==> src/hdl/asgr_pkg.sv <==
`timescale 1ns / 1ps
// Shared types and constants for the SGR escape decoder.
// Depends on nothing; every other file of the block uses it.
package asgr_pkg;

	// Bytes that the parser looks for.
	localparam logic [7:0] CH_ESC    = 8'h1B;
	localparam logic [7:0] CH_LBRACK = 8'h5B;
	localparam logic [7:0] CH_LPAREN = 8'h28;
	localparam logic [7:0] CH_M      = 8'h6D;
	localparam logic [7:0] CH_SEMI   = 8'h3B;
	localparam logic [7:0] CH_ZERO   = 8'h30;
	localparam logic [7:0] CH_NINE   = 8'h39;
	localparam logic [7:0] CH_FIVE   = 8'h35;

	// SGR parameter codes with a meaning of their own.
	localparam logic [15:0] SGR_RESET     = 16'd0;
	localparam logic [15:0] SGR_BOLD      = 16'd1;
	localparam logic [15:0] SGR_DIM       = 16'd2;
	localparam logic [15:0] SGR_ITALIC    = 16'd3;
	localparam logic [15:0] SGR_UNDERLINE = 16'd4;
	localparam logic [15:0] SGR_BLINK     = 16'd5;
	localparam logic [15:0] SGR_REVERSE   = 16'd7;
	localparam logic [15:0] SGR_NO_BOLD   = 16'd21;
	localparam logic [15:0] SGR_NORMAL    = 16'd22;
	localparam logic [15:0] SGR_NO_ITALIC = 16'd23;
	localparam logic [15:0] SGR_NO_UNDER  = 16'd24;
	localparam logic [15:0] SGR_NO_BLINK  = 16'd25;
	localparam logic [15:0] SGR_NO_REV    = 16'd27;
	localparam logic [15:0] SGR_FG_BASE   = 16'd30;
	localparam logic [15:0] SGR_FG_LAST   = 16'd37;
	localparam logic [15:0] SGR_FG_EXT    = 16'd38;
	localparam logic [15:0] SGR_FG_DEF    = 16'd39;
	localparam logic [15:0] SGR_BG_BASE   = 16'd40;
	localparam logic [15:0] SGR_BG_LAST   = 16'd47;
	localparam logic [15:0] SGR_BG_EXT    = 16'd48;
	localparam logic [15:0] SGR_BG_DEF    = 16'd49;
	localparam logic [15:0] SGR_FGB_BASE  = 16'd90;
	localparam logic [15:0] SGR_FGB_LAST  = 16'd97;
	localparam logic [15:0] SGR_BGB_BASE  = 16'd100;
	localparam logic [15:0] SGR_BGB_LAST  = 16'd107;

	// Attribute bit positions.
	localparam int unsigned ATTR_BOLD      = 0;
	localparam int unsigned ATTR_DIM       = 1;
	localparam int unsigned ATTR_ITALIC    = 2;
	localparam int unsigned ATTR_UNDERLINE = 3;
	localparam int unsigned ATTR_BLINK     = 4;
	localparam int unsigned ATTR_REVERSE   = 5;

	// Phases of an extended color parameter (38;5;n or 48;5;n).
	localparam logic [1:0] EXT_NONE     = 2'd0;
	localparam logic [1:0] EXT_WANT_5   = 2'd1;
	localparam logic [1:0] EXT_WANT_SEP = 2'd2;
	localparam logic [1:0] EXT_INDEX    = 2'd3;

	// Configuration port.
	localparam int unsigned CFG_IDX_W = 4;
	localparam int unsigned CFG_DAT_W = 8;
	localparam logic [CFG_IDX_W-1:0] CFG_COLOR_ENABLE  = 4'd0;
	localparam logic [CFG_IDX_W-1:0] CFG_BRIGHT_COLORS = 4'd1;

	// Attributes and colors, live or shadow.
	typedef struct packed {
		logic [5:0] attr;
		logic [4:0] fg;
		logic [4:0] bg;
	} attr_set_t;

	// Progress through an extended color and the stop flag.
	typedef struct packed {
		logic [1:0] phase;
		logic       is_bg;
		logic       stopped;
	} ext_state_t;

	// One result beat.
	typedef struct packed {
		logic       text_valid;
		logic [7:0] text_byte;
		logic [5:0] attr_bits;
		logic [4:0] fg_index;
		logic [4:0] bg_index;
		logic [8:0] color_pair;
	} result_t;

endpackage

==> src/hdl/asgr_if.sv <==
`timescale 1ns / 1ps
// Valid/ready channel interfaces for bytes, results and configuration writes.
// Depends on asgr_pkg for the configuration field widths.
interface asgr_byte_if;
	logic       valid;
	logic       ready;
	logic [7:0] byte_in;

	modport source (output valid, output byte_in, input ready);
	modport sink (input valid, input byte_in, output ready);
endinterface

interface asgr_res_if;
	logic       valid;
	logic       ready;
	logic       text_valid;
	logic [7:0] text_byte;
	logic [5:0] attr_bits;
	logic [4:0] fg_index;
	logic [4:0] bg_index;
	logic [8:0] color_pair;

	modport source (output valid, output text_valid, output text_byte, output attr_bits,
		output fg_index, output bg_index, output color_pair, input ready);
	modport sink (input valid, input text_valid, input text_byte, input attr_bits,
		input fg_index, input bg_index, input color_pair, output ready);
endinterface

interface asgr_cfg_if;
	logic                           valid;
	logic                           ready;
	logic [asgr_pkg::CFG_IDX_W-1:0] index;
	logic [asgr_pkg::CFG_DAT_W-1:0] data;

	modport source (output valid, output index, output data, input ready);
	modport sink (input valid, input index, input data, output ready);
endinterface

==> src/hdl/asgr_param_unit.sv <==
`timescale 1ns / 1ps
// Applies one completed SGR parameter to the shadow attributes and colors.
// Depends on asgr_pkg; purely combinational, used by asgr_parser.
module asgr_param_unit (
	input  logic [15:0]          param_value,
	input  logic                 is_semicolon,
	input  logic                 bright_colors,
	input  asgr_pkg::attr_set_t  shadow,
	input  asgr_pkg::ext_state_t ext,
	output asgr_pkg::attr_set_t  shadow_next,
	output asgr_pkg::ext_state_t ext_next
);
	import asgr_pkg::*;

	// Color candidates for each color range.
	logic [15:0] fg_norm, bg_norm, fg_brt, bg_brt, fg_fold, bg_fold;
	logic [15:0] ext_brt, ext_fold;

	always_comb begin
		fg_norm  = param_value - 16'd29;
		bg_norm  = param_value - 16'd39;
		fg_brt   = param_value - 16'd81;
		bg_brt   = param_value - 16'd91;
		fg_fold  = param_value - 16'd89;
		bg_fold  = param_value - 16'd99;
		ext_brt  = param_value + 16'd1;
		ext_fold = param_value - 16'd7;
	end

	// End-of-parameter handling: plain codes, or a step of an extended color.
	always_comb begin
		logic stop;
		stop        = 1'b0;
		shadow_next = shadow;
		ext_next    = ext;
		if (!ext.stopped) begin
			case (ext.phase)
				EXT_NONE: begin
					if (param_value == SGR_FG_EXT || param_value == SGR_BG_EXT) begin
						ext_next.is_bg = (param_value == SGR_BG_EXT);
						if (is_semicolon) begin
							ext_next.phase = EXT_WANT_5;
						end else begin
							stop = 1'b1;
						end
					end else begin
						case (param_value) inside
							SGR_RESET: shadow_next = '0;
							SGR_BOLD: shadow_next.attr[ATTR_BOLD] = 1'b1;
							SGR_DIM: shadow_next.attr[ATTR_DIM] = 1'b1;
							SGR_ITALIC: shadow_next.attr[ATTR_ITALIC] = 1'b1;
							SGR_UNDERLINE: shadow_next.attr[ATTR_UNDERLINE] = 1'b1;
							SGR_BLINK: shadow_next.attr[ATTR_BLINK] = 1'b1;
							SGR_REVERSE: shadow_next.attr[ATTR_REVERSE] = 1'b1;
							SGR_NO_BOLD: shadow_next.attr[ATTR_BOLD] = 1'b0;
							SGR_NORMAL: begin
								shadow_next.attr[ATTR_BOLD] = 1'b0;
								shadow_next.attr[ATTR_DIM]  = 1'b0;
							end
							SGR_NO_ITALIC: shadow_next.attr[ATTR_ITALIC] = 1'b0;
							SGR_NO_UNDER: shadow_next.attr[ATTR_UNDERLINE] = 1'b0;
							SGR_NO_BLINK: shadow_next.attr[ATTR_BLINK] = 1'b0;
							SGR_NO_REV: shadow_next.attr[ATTR_REVERSE] = 1'b0;
							SGR_FG_DEF: shadow_next.fg = 5'd0;
							SGR_BG_DEF: shadow_next.bg = 5'd0;
							[SGR_FG_BASE:SGR_FG_LAST]: shadow_next.fg = fg_norm[4:0];
							[SGR_BG_BASE:SGR_BG_LAST]: shadow_next.bg = bg_norm[4:0];
							[SGR_FGB_BASE:SGR_FGB_LAST]:
								shadow_next.fg = bright_colors ? fg_brt[4:0] : fg_fold[4:0];
							[SGR_BGB_BASE:SGR_BGB_LAST]:
								shadow_next.bg = bright_colors ? bg_brt[4:0] : bg_fold[4:0];
							default: ext_next.stopped = 1'b1;
						endcase
					end
				end
				EXT_WANT_SEP: begin
					if (is_semicolon) begin
						ext_next.phase = EXT_INDEX;
					end else begin
						stop = 1'b1;
					end
				end
				EXT_INDEX: begin
					// Palette index 0..15; anything larger ends the sequence's effect.
					if (param_value <= 16'd15) begin
						if (param_value <= 16'd7 || bright_colors) begin
							if (ext.is_bg) shadow_next.bg = ext_brt[4:0];
							else shadow_next.fg = ext_brt[4:0];
						end else begin
							if (ext.is_bg) shadow_next.bg = ext_fold[4:0];
							else shadow_next.fg = ext_fold[4:0];
						end
						ext_next.phase = EXT_NONE;
					end else begin
						stop = 1'b1;
					end
				end
				default: stop = 1'b1;
			endcase
			// A broken extended color drops the color it was setting.
			if (stop) begin
				if (ext_next.is_bg) shadow_next.bg = 5'd0;
				else shadow_next.fg = 5'd0;
				ext_next.stopped = 1'b1;
				ext_next.phase   = EXT_NONE;
			end
		end
	end

endmodule

==> src/hdl/asgr_parser.sv <==
`timescale 1ns / 1ps
// Escape-sequence parser: parse state, shadow and live attributes, result per byte.
// Depends on asgr_pkg and asgr_param_unit.
module asgr_parser #(
	parameter int unsigned MAX_SEQ = 100
) (
	input  logic              clk,
	input  logic              arst_n,
	input  logic              step,
	input  logic [7:0]        byte_in,
	input  logic              color_enable,
	input  logic              bright_colors,
	output asgr_pkg::result_t res
);
	import asgr_pkg::*;

	localparam int unsigned SEQ_W = $clog2(MAX_SEQ);
	localparam logic [SEQ_W-1:0] SEQ_LAST = SEQ_W'(MAX_SEQ - 1);

	typedef enum logic [1:0] {
		MODE_IDLE,
		MODE_ESC,
		MODE_CHARSET,
		MODE_CSI
	} mode_t;

	mode_t            mode_q, mode_d;
	logic             charset_q, charset_d;
	logic [15:0]      param_q, param_d;
	logic [SEQ_W-1:0] seq_len_q, seq_len_d;
	ext_state_t       ext_q, ext_d, ext_end;
	attr_set_t        shadow_q, shadow_d, shadow_end;
	attr_set_t        live_q, live_d;
	logic             text;

	logic        is_digit, is_semi;
	logic [3:0]  digit;
	logic [19:0] acc;

	assign is_digit = (byte_in >= CH_ZERO) && (byte_in <= CH_NINE);
	assign is_semi  = (byte_in == CH_SEMI);
	assign digit    = 4'(byte_in - CH_ZERO);
	// param * 10 + digit, wide enough that it cannot wrap.
	assign acc = {1'b0, param_q, 3'b000} + {3'b000, param_q, 1'b0} + {16'd0, digit};

	asgr_param_unit u_param (
		.param_value   (param_q),
		.is_semicolon  (is_semi),
		.bright_colors (bright_colors),
		.shadow        (shadow_q),
		.ext           (ext_q),
		.shadow_next   (shadow_end),
		.ext_next      (ext_end)
	);

	// Next state for the byte on the input.
	always_comb begin
		mode_d    = mode_q;
		charset_d = charset_q;
		param_d   = param_q;
		seq_len_d = seq_len_q;
		ext_d     = ext_q;
		shadow_d  = shadow_q;
		live_d    = live_q;
		text      = 1'b0;
		case (mode_q)
			MODE_ESC: begin
				if (byte_in == CH_LBRACK) begin
					mode_d    = MODE_CSI;
					charset_d = 1'b0;
					shadow_d  = live_q;
					seq_len_d = '0;
					param_d   = '0;
					ext_d     = '0;
				end else if (byte_in == CH_LPAREN && !charset_q) begin
					mode_d    = MODE_CHARSET;
					charset_d = 1'b1;
				end else begin
					// Not a CSI: handle the byte as in text mode.
					mode_d    = MODE_IDLE;
					charset_d = 1'b0;
					if (byte_in == CH_ESC) begin
						if (color_enable) mode_d = MODE_ESC;
					end else begin
						text = 1'b1;
					end
				end
			end
			MODE_CHARSET: begin
				mode_d = MODE_ESC;
			end
			MODE_CSI: begin
				if (byte_in == CH_M) begin
					// Final byte: close the last parameter and commit.
					shadow_d = shadow_end;
					ext_d    = ext_end;
					live_d   = shadow_end;
					param_d  = '0;
					mode_d   = MODE_IDLE;
				end else if ((!is_digit && !is_semi) || seq_len_q >= SEQ_LAST) begin
					// Illegal or overlong: drop the sequence.
					mode_d = MODE_IDLE;
				end else begin
					seq_len_d = seq_len_q + 1'b1;
					if (is_semi) begin
						shadow_d = shadow_end;
						ext_d    = ext_end;
						param_d  = '0;
					end else if (!ext_q.stopped) begin
						if (ext_q.phase == EXT_WANT_5 && byte_in == CH_FIVE) begin
							ext_d.phase = EXT_WANT_SEP;
						end else if (ext_q.phase == EXT_WANT_5 || ext_q.phase == EXT_WANT_SEP) begin
							if (ext_q.is_bg) shadow_d.bg = 5'd0;
							else shadow_d.fg = 5'd0;
							ext_d.stopped = 1'b1;
							ext_d.phase   = EXT_NONE;
						end else begin
							param_d = (acc > 20'd65535) ? 16'hFFFF : acc[15:0];
						end
					end
				end
			end
			default: begin
				mode_d = MODE_IDLE;
				if (byte_in == CH_ESC) begin
					if (color_enable) begin
						mode_d    = MODE_ESC;
						charset_d = 1'b0;
					end
				end else begin
					text = 1'b1;
				end
			end
		endcase
	end

	// Result for this byte, from the live set after the byte.
	always_comb begin
		res.text_valid = text;
		res.text_byte  = text ? byte_in : 8'd0;
		res.attr_bits  = live_d.attr;
		res.fg_index   = live_d.fg;
		res.bg_index   = live_d.bg;
		res.color_pair = (bright_colors ? {live_d.bg, 4'b0000}
			: ({1'b0, live_d.bg, 3'b000} + {4'b0000, live_d.bg}))
			+ {4'b0000, live_d.fg} + 9'd1;
	end

	// Parser state, advanced once per accepted beat.
	always_ff @(posedge clk or negedge arst_n) begin
		if (!arst_n) begin
			mode_q    <= MODE_IDLE;
			charset_q <= 1'b0;
			param_q   <= '0;
			seq_len_q <= '0;
			ext_q     <= '0;
			shadow_q  <= '0;
			live_q    <= '0;
		end else if (step) begin
			mode_q    <= mode_d;
			charset_q <= charset_d;
			param_q   <= param_d;
			seq_len_q <= seq_len_d;
			ext_q     <= ext_d;
			shadow_q  <= shadow_d;
			live_q    <= live_d;
		end
	end

endmodule

==> src/hdl/asgr_out_stage.sv <==
`timescale 1ns / 1ps
// Output register with a skid entry, so the input side never waits on a taken beat.
// Depends on asgr_pkg for the result type.
module asgr_out_stage (
	input  logic              clk,
	input  logic              arst_n,
	input  logic              push,
	input  asgr_pkg::result_t push_data,
	output logic              push_ready,
	output logic              out_valid,
	input  logic              out_ready,
	output asgr_pkg::result_t out_data
);
	import asgr_pkg::*;

	logic      main_v_q, skid_v_q;
	result_t   main_q, skid_q;
	logic      main_free;

	assign push_ready = !skid_v_q;
	assign out_valid  = main_v_q;
	assign out_data   = main_q;
	assign main_free  = !main_v_q || out_ready;

	// Valid flags.
	always_ff @(posedge clk or negedge arst_n) begin
		if (!arst_n) begin
			main_v_q <= 1'b0;
			skid_v_q <= 1'b0;
		end else begin
			if (main_free) begin
				main_v_q <= skid_v_q || push;
				skid_v_q <= 1'b0;
			end else if (push) begin
				skid_v_q <= 1'b1;
			end
		end
	end

	// Payload: the skid entry drains first, a new beat never arrives with it full.
	always_ff @(posedge clk) begin
		if (main_free) begin
			main_q <= skid_v_q ? skid_q : push_data;
		end else if (push) begin
			skid_q <= push_data;
		end
	end

endmodule

==> src/hdl/ansi_sgr_escape_decoder_top.sv <==
`timescale 1ns / 1ps
// Top level of the SGR escape decoder: config registers, parser and output stage.
// Depends on asgr_pkg, asgr_if, asgr_parser and asgr_out_stage.
//
//   Channel   Dir   Fields                                              Beat
//   byte_ch   in    byte_in                                             one stream byte
//   res_ch    out   text_valid text_byte attr_bits fg_index bg_index    one result per byte
//                   color_pair
//   cfg_ch    in    index data                                          one register write
//
// One byte a cycle while byte_ch is not stalled: the parser updates its state from the
// accepted byte and the result is registered at the same edge, in the output register
// or in its skid entry.
// The output register has a skid entry; byte_ch stalls only when both are full.
// Reset puts the parser in text mode with default attributes; no clearing pass.
module ansi_sgr_escape_decoder_top #(
	parameter int unsigned MAX_SEQ = 100
) (
	input logic        clk,
	input logic        arst_n,
	asgr_byte_if.sink  byte_ch,
	asgr_res_if.source res_ch,
	asgr_cfg_if.sink   cfg_ch
);
	import asgr_pkg::*;

	logic    color_enable_q, bright_colors_q;
	logic    step, stage_ready;
	result_t res, out_res;

	// Configuration registers; writes are always taken.
	assign cfg_ch.ready = 1'b1;

	always_ff @(posedge clk or negedge arst_n) begin
		if (!arst_n) begin
			color_enable_q  <= 1'b0;
			bright_colors_q <= 1'b0;
		end else if (cfg_ch.valid) begin
			case (cfg_ch.index)
				CFG_COLOR_ENABLE: color_enable_q <= cfg_ch.data[0];
				CFG_BRIGHT_COLORS: bright_colors_q <= cfg_ch.data[0];
				default: ;
			endcase
		end
	end

	assign byte_ch.ready = stage_ready;
	assign step          = byte_ch.valid && stage_ready;

	asgr_parser #(
		.MAX_SEQ (MAX_SEQ)
	) u_parser (
		.clk           (clk),
		.arst_n        (arst_n),
		.step          (step),
		.byte_in       (byte_ch.byte_in),
		.color_enable  (color_enable_q),
		.bright_colors (bright_colors_q),
		.res           (res)
	);

	asgr_out_stage u_out (
		.clk        (clk),
		.arst_n     (arst_n),
		.push       (step),
		.push_data  (res),
		.push_ready (stage_ready),
		.out_valid  (res_ch.valid),
		.out_ready  (res_ch.ready),
		.out_data   (out_res)
	);

	// Result beat fields.
	assign res_ch.text_valid = out_res.text_valid;
	assign res_ch.text_byte  = out_res.text_byte;
	assign res_ch.attr_bits  = out_res.attr_bits;
	assign res_ch.fg_index   = out_res.fg_index;
	assign res_ch.bg_index   = out_res.bg_index;
	assign res_ch.color_pair = out_res.color_pair;

endmodule

==> src/flat_wrapper.sv <==
// flat-port wrapper written by rule: the top's interface ports become plain ports
module ansi_sgr_escape_decoder_top_flat import asgr_pkg::*;
#(
	parameter int unsigned MAX_SEQ = 100
)
  (clk, arst_n, byte_ch_valid, byte_ch_byte_in, byte_ch_ready, res_ch_valid, res_ch_text_valid, res_ch_text_byte, res_ch_attr_bits, res_ch_fg_index, res_ch_bg_index, res_ch_color_pair, res_ch_ready, cfg_ch_valid, cfg_ch_index, cfg_ch_data, cfg_ch_ready);
  asgr_byte_if byte_ch_i ();
  asgr_res_if res_ch_i ();
  asgr_cfg_if cfg_ch_i ();
  input logic clk;
  input logic arst_n;
  input wire logic [$bits(byte_ch_i.valid)-1:0] byte_ch_valid;
  input wire logic [$bits(byte_ch_i.byte_in)-1:0] byte_ch_byte_in;
  output wire logic [$bits(byte_ch_i.ready)-1:0] byte_ch_ready;
  output wire logic [$bits(res_ch_i.valid)-1:0] res_ch_valid;
  output wire logic [$bits(res_ch_i.text_valid)-1:0] res_ch_text_valid;
  output wire logic [$bits(res_ch_i.text_byte)-1:0] res_ch_text_byte;
  output wire logic [$bits(res_ch_i.attr_bits)-1:0] res_ch_attr_bits;
  output wire logic [$bits(res_ch_i.fg_index)-1:0] res_ch_fg_index;
  output wire logic [$bits(res_ch_i.bg_index)-1:0] res_ch_bg_index;
  output wire logic [$bits(res_ch_i.color_pair)-1:0] res_ch_color_pair;
  input wire logic [$bits(res_ch_i.ready)-1:0] res_ch_ready;
  input wire logic [$bits(cfg_ch_i.valid)-1:0] cfg_ch_valid;
  input wire logic [$bits(cfg_ch_i.index)-1:0] cfg_ch_index;
  input wire logic [$bits(cfg_ch_i.data)-1:0] cfg_ch_data;
  output wire logic [$bits(cfg_ch_i.ready)-1:0] cfg_ch_ready;
  assign byte_ch_i.valid = byte_ch_valid;
  assign byte_ch_i.byte_in = byte_ch_byte_in;
  assign byte_ch_ready = byte_ch_i.ready;
  assign res_ch_valid = res_ch_i.valid;
  assign res_ch_text_valid = res_ch_i.text_valid;
  assign res_ch_text_byte = res_ch_i.text_byte;
  assign res_ch_attr_bits = res_ch_i.attr_bits;
  assign res_ch_fg_index = res_ch_i.fg_index;
  assign res_ch_bg_index = res_ch_i.bg_index;
  assign res_ch_color_pair = res_ch_i.color_pair;
  assign res_ch_i.ready = res_ch_ready;
  assign cfg_ch_i.valid = cfg_ch_valid;
  assign cfg_ch_i.index = cfg_ch_index;
  assign cfg_ch_i.data = cfg_ch_data;
  assign cfg_ch_ready = cfg_ch_i.ready;
  ansi_sgr_escape_decoder_top #(.MAX_SEQ(MAX_SEQ)) u_core (.clk(clk), .arst_n(arst_n), .byte_ch(byte_ch_i), .res_ch(res_ch_i), .cfg_ch(cfg_ch_i));
endmodule
==> config.mk <==
export PLATFORM = sky130hd
export DESIGN_NAME = ansi_sgr_escape_decoder_top_flat
export DESIGN_NICKNAME = d
export VERILOG_FILES = /design/src/hdl/asgr_pkg.sv /design/src/hdl/asgr_if.sv /design/src/hdl/asgr_param_unit.sv /design/src/hdl/asgr_parser.sv /design/src/hdl/asgr_out_stage.sv /design/src/hdl/ansi_sgr_escape_decoder_top.sv /design/src/flat_wrapper.sv
export SDC_FILE = /design/constraint.sdc
export NUM_CORES = 1
export LEC_CHECK = 0
export ABC_CLOCK_PERIOD_IN_PS = 5300
export BUFFER_PORTS_ARGS = -buffer_cell sky130_fd_sc_hd__buf_2
export CAP_MARGIN = 20
export CORE_MARGIN = 1
export CORE_UTILIZATION = 30
export DETAILED_ROUTE_END_ITERATION = 12
export PLACE_DENSITY = 0.42
export SKIP_CTS_REPAIR_TIMING = 1
export SLEW_MARGIN = 0
export SYNTH_ARGS = -nofsm -noshare
export SYNTH_HDL_FRONTEND = slang
export SYNTH_SLANG_ARGS = --single-unit
==> constraint.sdc <==
create_clock -name clk -period 5.3 [get_ports clk]
set_input_delay 1.325 -clock clk [delete_from_list [all_inputs] [get_ports clk]]
set_output_delay 1.325 -clock clk [all_outputs]
set_load 0.05 [all_outputs]
; ---- After elaboration in Yosys (flattened, before gate mapping)
; Cells that the tools add are included.
; W data, S select, Z words.
[totals]
reg_bits = 134
out_inout_bits = 37
latchBits = 0
mem_count = 0
ramBits = 0
rom_bits = 0
[op_classes]
n_mul = 0
mux = 211
n_reduce_logical = 40
eq_ne = 42
magnitude_cmp = 14
bitwise = 2
n_shift = 0
n_div = 0
addsub = 15
[op_table]
columns = op, count
row1 = $mux W16, 15
row2 = $mux W5, 47
row3 = $mux W1, 105
row4 = $eq A16 B5 Y1 const B, 6
row5 = $mux W10, 7
row6 = $eq A16 B6 Y1 const B, 4
row7 = $pmux W16 S2, 2
row8 = $eq A16 B3 Y1 const B, 3
row9 = $mux W34, 1
row10 = $eq A16 B2 Y1 const B, 2
row11 = $ge A16 B7 Y1 const B, 2
row12 = $le A16 B6 Y1 const B, 2
row13 = $le A16 B7 Y1 const B, 2
row14 = $mux W2, 14
row15 = $eq A8 B6 Y1 const B, 3
row16 = $ne A4 B4 Y1 const B, 6
row17 = $mux W7, 3
row18 = $add A19 B17 Y20, 1
row19 = $add A20 B4 Y20, 1
row20 = $gt A20 B16 Y1 const B, 1
row21 = $pmux W10 S2, 1
row22 = $sub A5 B5 Y5 const B, 4
row23 = $eq A16 B1 Y1 const B, 1
row24 = $eq A8 B7 Y1 const B, 2
row25 = 47 further kinds, 89

; ---- Depth between registers and ports, before layout
[logic_depth]
ltp_word = 34
mapped_depth = 23
depth_no_buf = 21

; ---- Cells and area by module
; From an unflattened synthesis, not the netlist that was laid out.
[hier_totals]
cells_unflattened = 925
hier_area_um2 = 9414.0
[modules_own_cells]
columns = module, instances, cells_each, area_each_um2
row1 = asgr_parser, 1, 503, 4740.8
row2 = asgr_out_stage, 1, 115, 2680.1
row3 = asgr_param_unit, 1, 297, 1865.5
row4 = ansi_sgr_escape_decoder_top, 1, 10, 127.6

; ---- Worst setup path after synthesis
; OpenSTA, ideal clock, no wires.
[synth_timing]
path_kind = input-to-reg
from = input port byte_ch_byte_in[6]
to = register u_core.u_out.main_q, in the netlist u_core.u_out.out_data[6] (data pin)
arrival_ns = 4.998
path_slack_ns = 0.042
stages = 18
path_buffers = 1
required_ns = 5.040
path_cell_list = clkbuf_1 nor4bb_1 and2_1 o311ai_2 nor2b_2 o21ai_0 a32o_1 mux2i_1 inv_1 ha_1 fa_1 nand2_1 o21ai_0 ha_1 nor2b_1 o221a_4 xor2_2 mux2_4
[synth_lines]
columns = item, line_no
row1 = from (decl), flat_wrapper.sv:13  ; input wire logic [$bits(byte_ch_i.byte_in)-1:0] byte_ch_byte_in;
row2 = to (signal assigned), asgr_out_stage.sv:43  ; main_q <= skid_v_q ? skid_q : push_data;
row3 = to (decl), asgr_out_stage.sv:17  ; result_t main_q, skid_q;

==> reports/results.txt <==
setup slack, reg-to-reg = 0.42 ns
worst slew pin tran = 1.01 ns
post-synthesis sequential area ratio = 0.407
placed cells = 1419
post-synth net total = 1034
syn_area_per_cell = 9.52 sq um
Pre-antenna DRT Iters = 5
CP endpoint kind = register
CTS buffer count = 17
core area = 0.0297 sq mm
GR Overflow Total = 0
sequential power share = 0.432
P_sw = 0.000685 W
vias in the first global route = 7376
slew margin rel. = 0.325
reg2reg end = u_core.u_out.out_data[6]$_DFFE_PN_
Setup Crit Path Kind = register to register
max-slew violations = 0
Max Fclk = 205 MHz
diode count = 0
Initial Util = 0.306
Final Hold Viols = 0
H-tree levels = 4
Post-Synthesis Cells = 954
# setup viols final = 0
hold_ws = 0.490 ns
worst skew pair latency = 0.43 ns
Final ANT Viol Nets = 0
CP startpoint = u_core.u_parser.param_q[2]$_DFFE_PN0P_
initial antenna violation count = 0
fraction of final layout cells sized beyond drive strength 1 = 0.201
Synth cell types = 98
Rows = 63
nets@finish = 1128
share of the synthesized area in the top cell type = 0.225
die span in x = 176 um
Netlist Area Pre-Place = 0.00908 sq mm
dominant cells by area after synthesis = edfxtp_1, dfrtp_1, ha_1, nand2_1, o21ai_0
Tot GR Track Use = 0.172
IO Port Bufs = 53
global-route wire length before repair = 41700 um
final period utilization = 0.921
maximum VDD drop = 236 uV
final design utilization = 0.363
P per Cell Area = 249 mW/mm^2
CP arrival = 5.06 ns
Post-Layout Cell Count = 1451
Reg clk slew, reported paths = 0.06 ns
CP startpoint kind = register
drt initial violations = 424
CP endpoint = u_core.u_out.out_data[6]$_DFFE_PN_
clock buffer depth = 2
status = finished clean
most frequent cell after synthesis = nand2_1
Reg2Reg Depth = 19
Pint = 0.00200 W
vias per cell = 5.21
largest net degree at the start of global routing = 38
Die Area = 0.0310 sq mm
Req. time, crit path = 5.48 ns
HPWL Detailed = 19100 um
Min-Delay Path Class = register to register
Area Overhead vs Synth = 18.7%
switching power share of the total = 0.256
Commonest cells post-synth = nand2_1, o21ai_0, edfxtp_1, nor2_1, dfrtp_1
RD Place Congestion = 0.846
Period minus WS final = 4.88 ns
number of synthesized flops with an enable pin = 68
final wirelength = 25400 um
RSZ-0062 raised after global routing = false
DRC viols = 0
most used flip-flop cell after synthesis = edfxtp_1
clock power share = 0.471
total clock sinks = 134
CTS root buffer = clkbuf_16
Comb pwr share = 0.097
reg2reg start = u_core.u_parser.param_q[2]$_DFFE_PN0P_
top cell type by total area after synthesis = edfxtp_1
die height = 176 um
Synth warnings = 0
Via Count = 7553
TritonCTS clock tree = yes
FF+latch count, synth = 134
Leak = 4.74 nW
CP max FO = 20
WL per Instance = 17.5 um
Synth async-reset ratio = 0.493
Tot Pwr = 0.00268 W
I/O pins = 62
Max-Cap Viols = 0
Clock Skew = 0.0100 ns
==> layout make-up <==
class	count	area, sq um
Clock buffer	20	437
Clock inverter	12	178
Fill cell	3019	18900
Inverter	40	151
Multi-Input combinational cell	731	5040
Sequential cell	134	3690
Tap cell	390	488
Timing Repair Buffer	124	798
==> state kept, by name, indices dropped and copies added, names as in the netlist <==
register,flops
u_core.bright_colors_q,1
u_core.color_enable_q,1
u_core.u_out.out_data,34
u_core.u_out.out_valid,1
u_core.u_out.skid_q,34
u_core.u_out.skid_v_q,1
u_core.u_parser.charset_q,1
u_core.u_parser.ext_q,4
u_core.u_parser.live_q,16
u_core.u_parser.mode_q,2
u_core.u_parser.param_q,16
u_core.u_parser.seq_len_q,7
u_core.u_parser.shadow_q,16
==> kinds of logic (layout without fill, tap and decap cells) <==
group	count (synthesis)	after routing	synth area share
buf+inv	89	196	0.0397
flops	134	134	0.407
compound gates	304	304	0.229
simple gates	313	313	0.179
mux	33	33	0.0404
fa+ha+maj	55	55	0.0791
xor+xnor	25	25	0.0258
other cells	1	1	0.000413
==> critical path: stages, from the launching register on <==
cell      delay (ns)
dfrtp_1         0.81
nand3b_1        0.19
a21oi_1         0.20
o41ai_1         0.41
buf_4           0.19
o21ai_0         0.11
nand2_1         0.09
o21ai_0         0.08
a32o_1          0.30
mux2i_1         0.20
inv_1           0.09
ha_1            0.21
fa_1            0.43
nand2_1         0.06
o21ai_0         0.10
ha_1            0.33
nor2b_1         0.15
o221a_4         0.26
xor2_2          0.15
mux2_4          0.26
==> layer usage <==
metal  vias up  share of wire  global-route usage
li1       3754              -                   -
met2       128           0.46               0.277
met1      3645           0.50               0.238
met4         0          0.017              0.0529
met3        26          0.023              0.0252
met5         -              0                   0
==> through the flow <==
step,instance area (sq um),setup TNS (ns),worst slack [ns]
CTS,10800,0,0.435
global route,10800,0,0.115
global placement,10200,-0.0188,-0.0188
finish,10800,0,0.420
detailed placement,10200,-0.0285,-0.0285
floorplan,9080,0,0.0416
==> worst min path at each step <==
| stage | startpoint | endpoint | depth (start not counted) |
|---|---|---|---|
| 2_1_floorplan | u_core.u_parser.shadow_q[14]$_DFFE_PN0P_ | u_core.u_parser.shadow_q[14]$_DFFE_PN0P_ | 2 |
| 3_3_place_gp | u_core.u_parser.shadow_q[10]$_DFFE_PN0P_ | u_core.u_parser.shadow_q[10]$_DFFE_PN0P_ | 2 |
| 3_5_place_dp | u_core.u_parser.shadow_q[10]$_DFFE_PN0P_ | u_core.u_parser.shadow_q[10]$_DFFE_PN0P_ | 2 |
| 4_1_cts | u_core.u_parser.shadow_q[14]$_DFFE_PN0P_ | u_core.u_parser.shadow_q[14]$_DFFE_PN0P_ | 2 |
| 5_1_grt | u_core.u_parser.shadow_q[14]$_DFFE_PN0P_ | u_core.u_parser.shadow_q[14]$_DFFE_PN0P_ | 2 |
| 6_report | u_core.u_parser.shadow_q[12]$_DFFE_PN0P_ | u_core.u_parser.shadow_q[12]$_DFFE_PN0P_ | 2 |
==> cells in the final DEF (no fill, tap or decap), types with 6 or more instances in the layout <==
master	count
nand2_1	105
o21ai_0	71
buf_4	71
edfxtp_1	68
nor2_1	67
dfrtp_1	66
a21oi_1	62
buf_2	53
ha_1	51
inv_1	37
a21o_1	27
mux2_2	25
a31oi_1	21
nor3_1	19
clkbuf_16	17
and2_1	15
nand3_1	14
nand2b_1	13
nand4_1	12
xnor2_1	12
o31ai_1	12
nor2b_1	11
xor2_1	11
o22ai_1	10
a22oi_1	9
o21a_1	9
and3_1	8
o21ai_1	7
mux2i_1	7
nor4_1	6
o211ai_1	6
a211oi_1	6
==> power by group through the flow <==
stage	Clock, W	Sequential [W]	Combinational [W]
global placement	0	0.00118	0.000266
global route	0.00134	0.00116	0.000284
floorplan	0	0.00127	0.0000906
detailed placement	0	0.00118	0.000266
CTS	0.00130	0.00116	0.000267
finish	0.00126	0.00116	0.000261
Power figures use the tool's default switching activity.
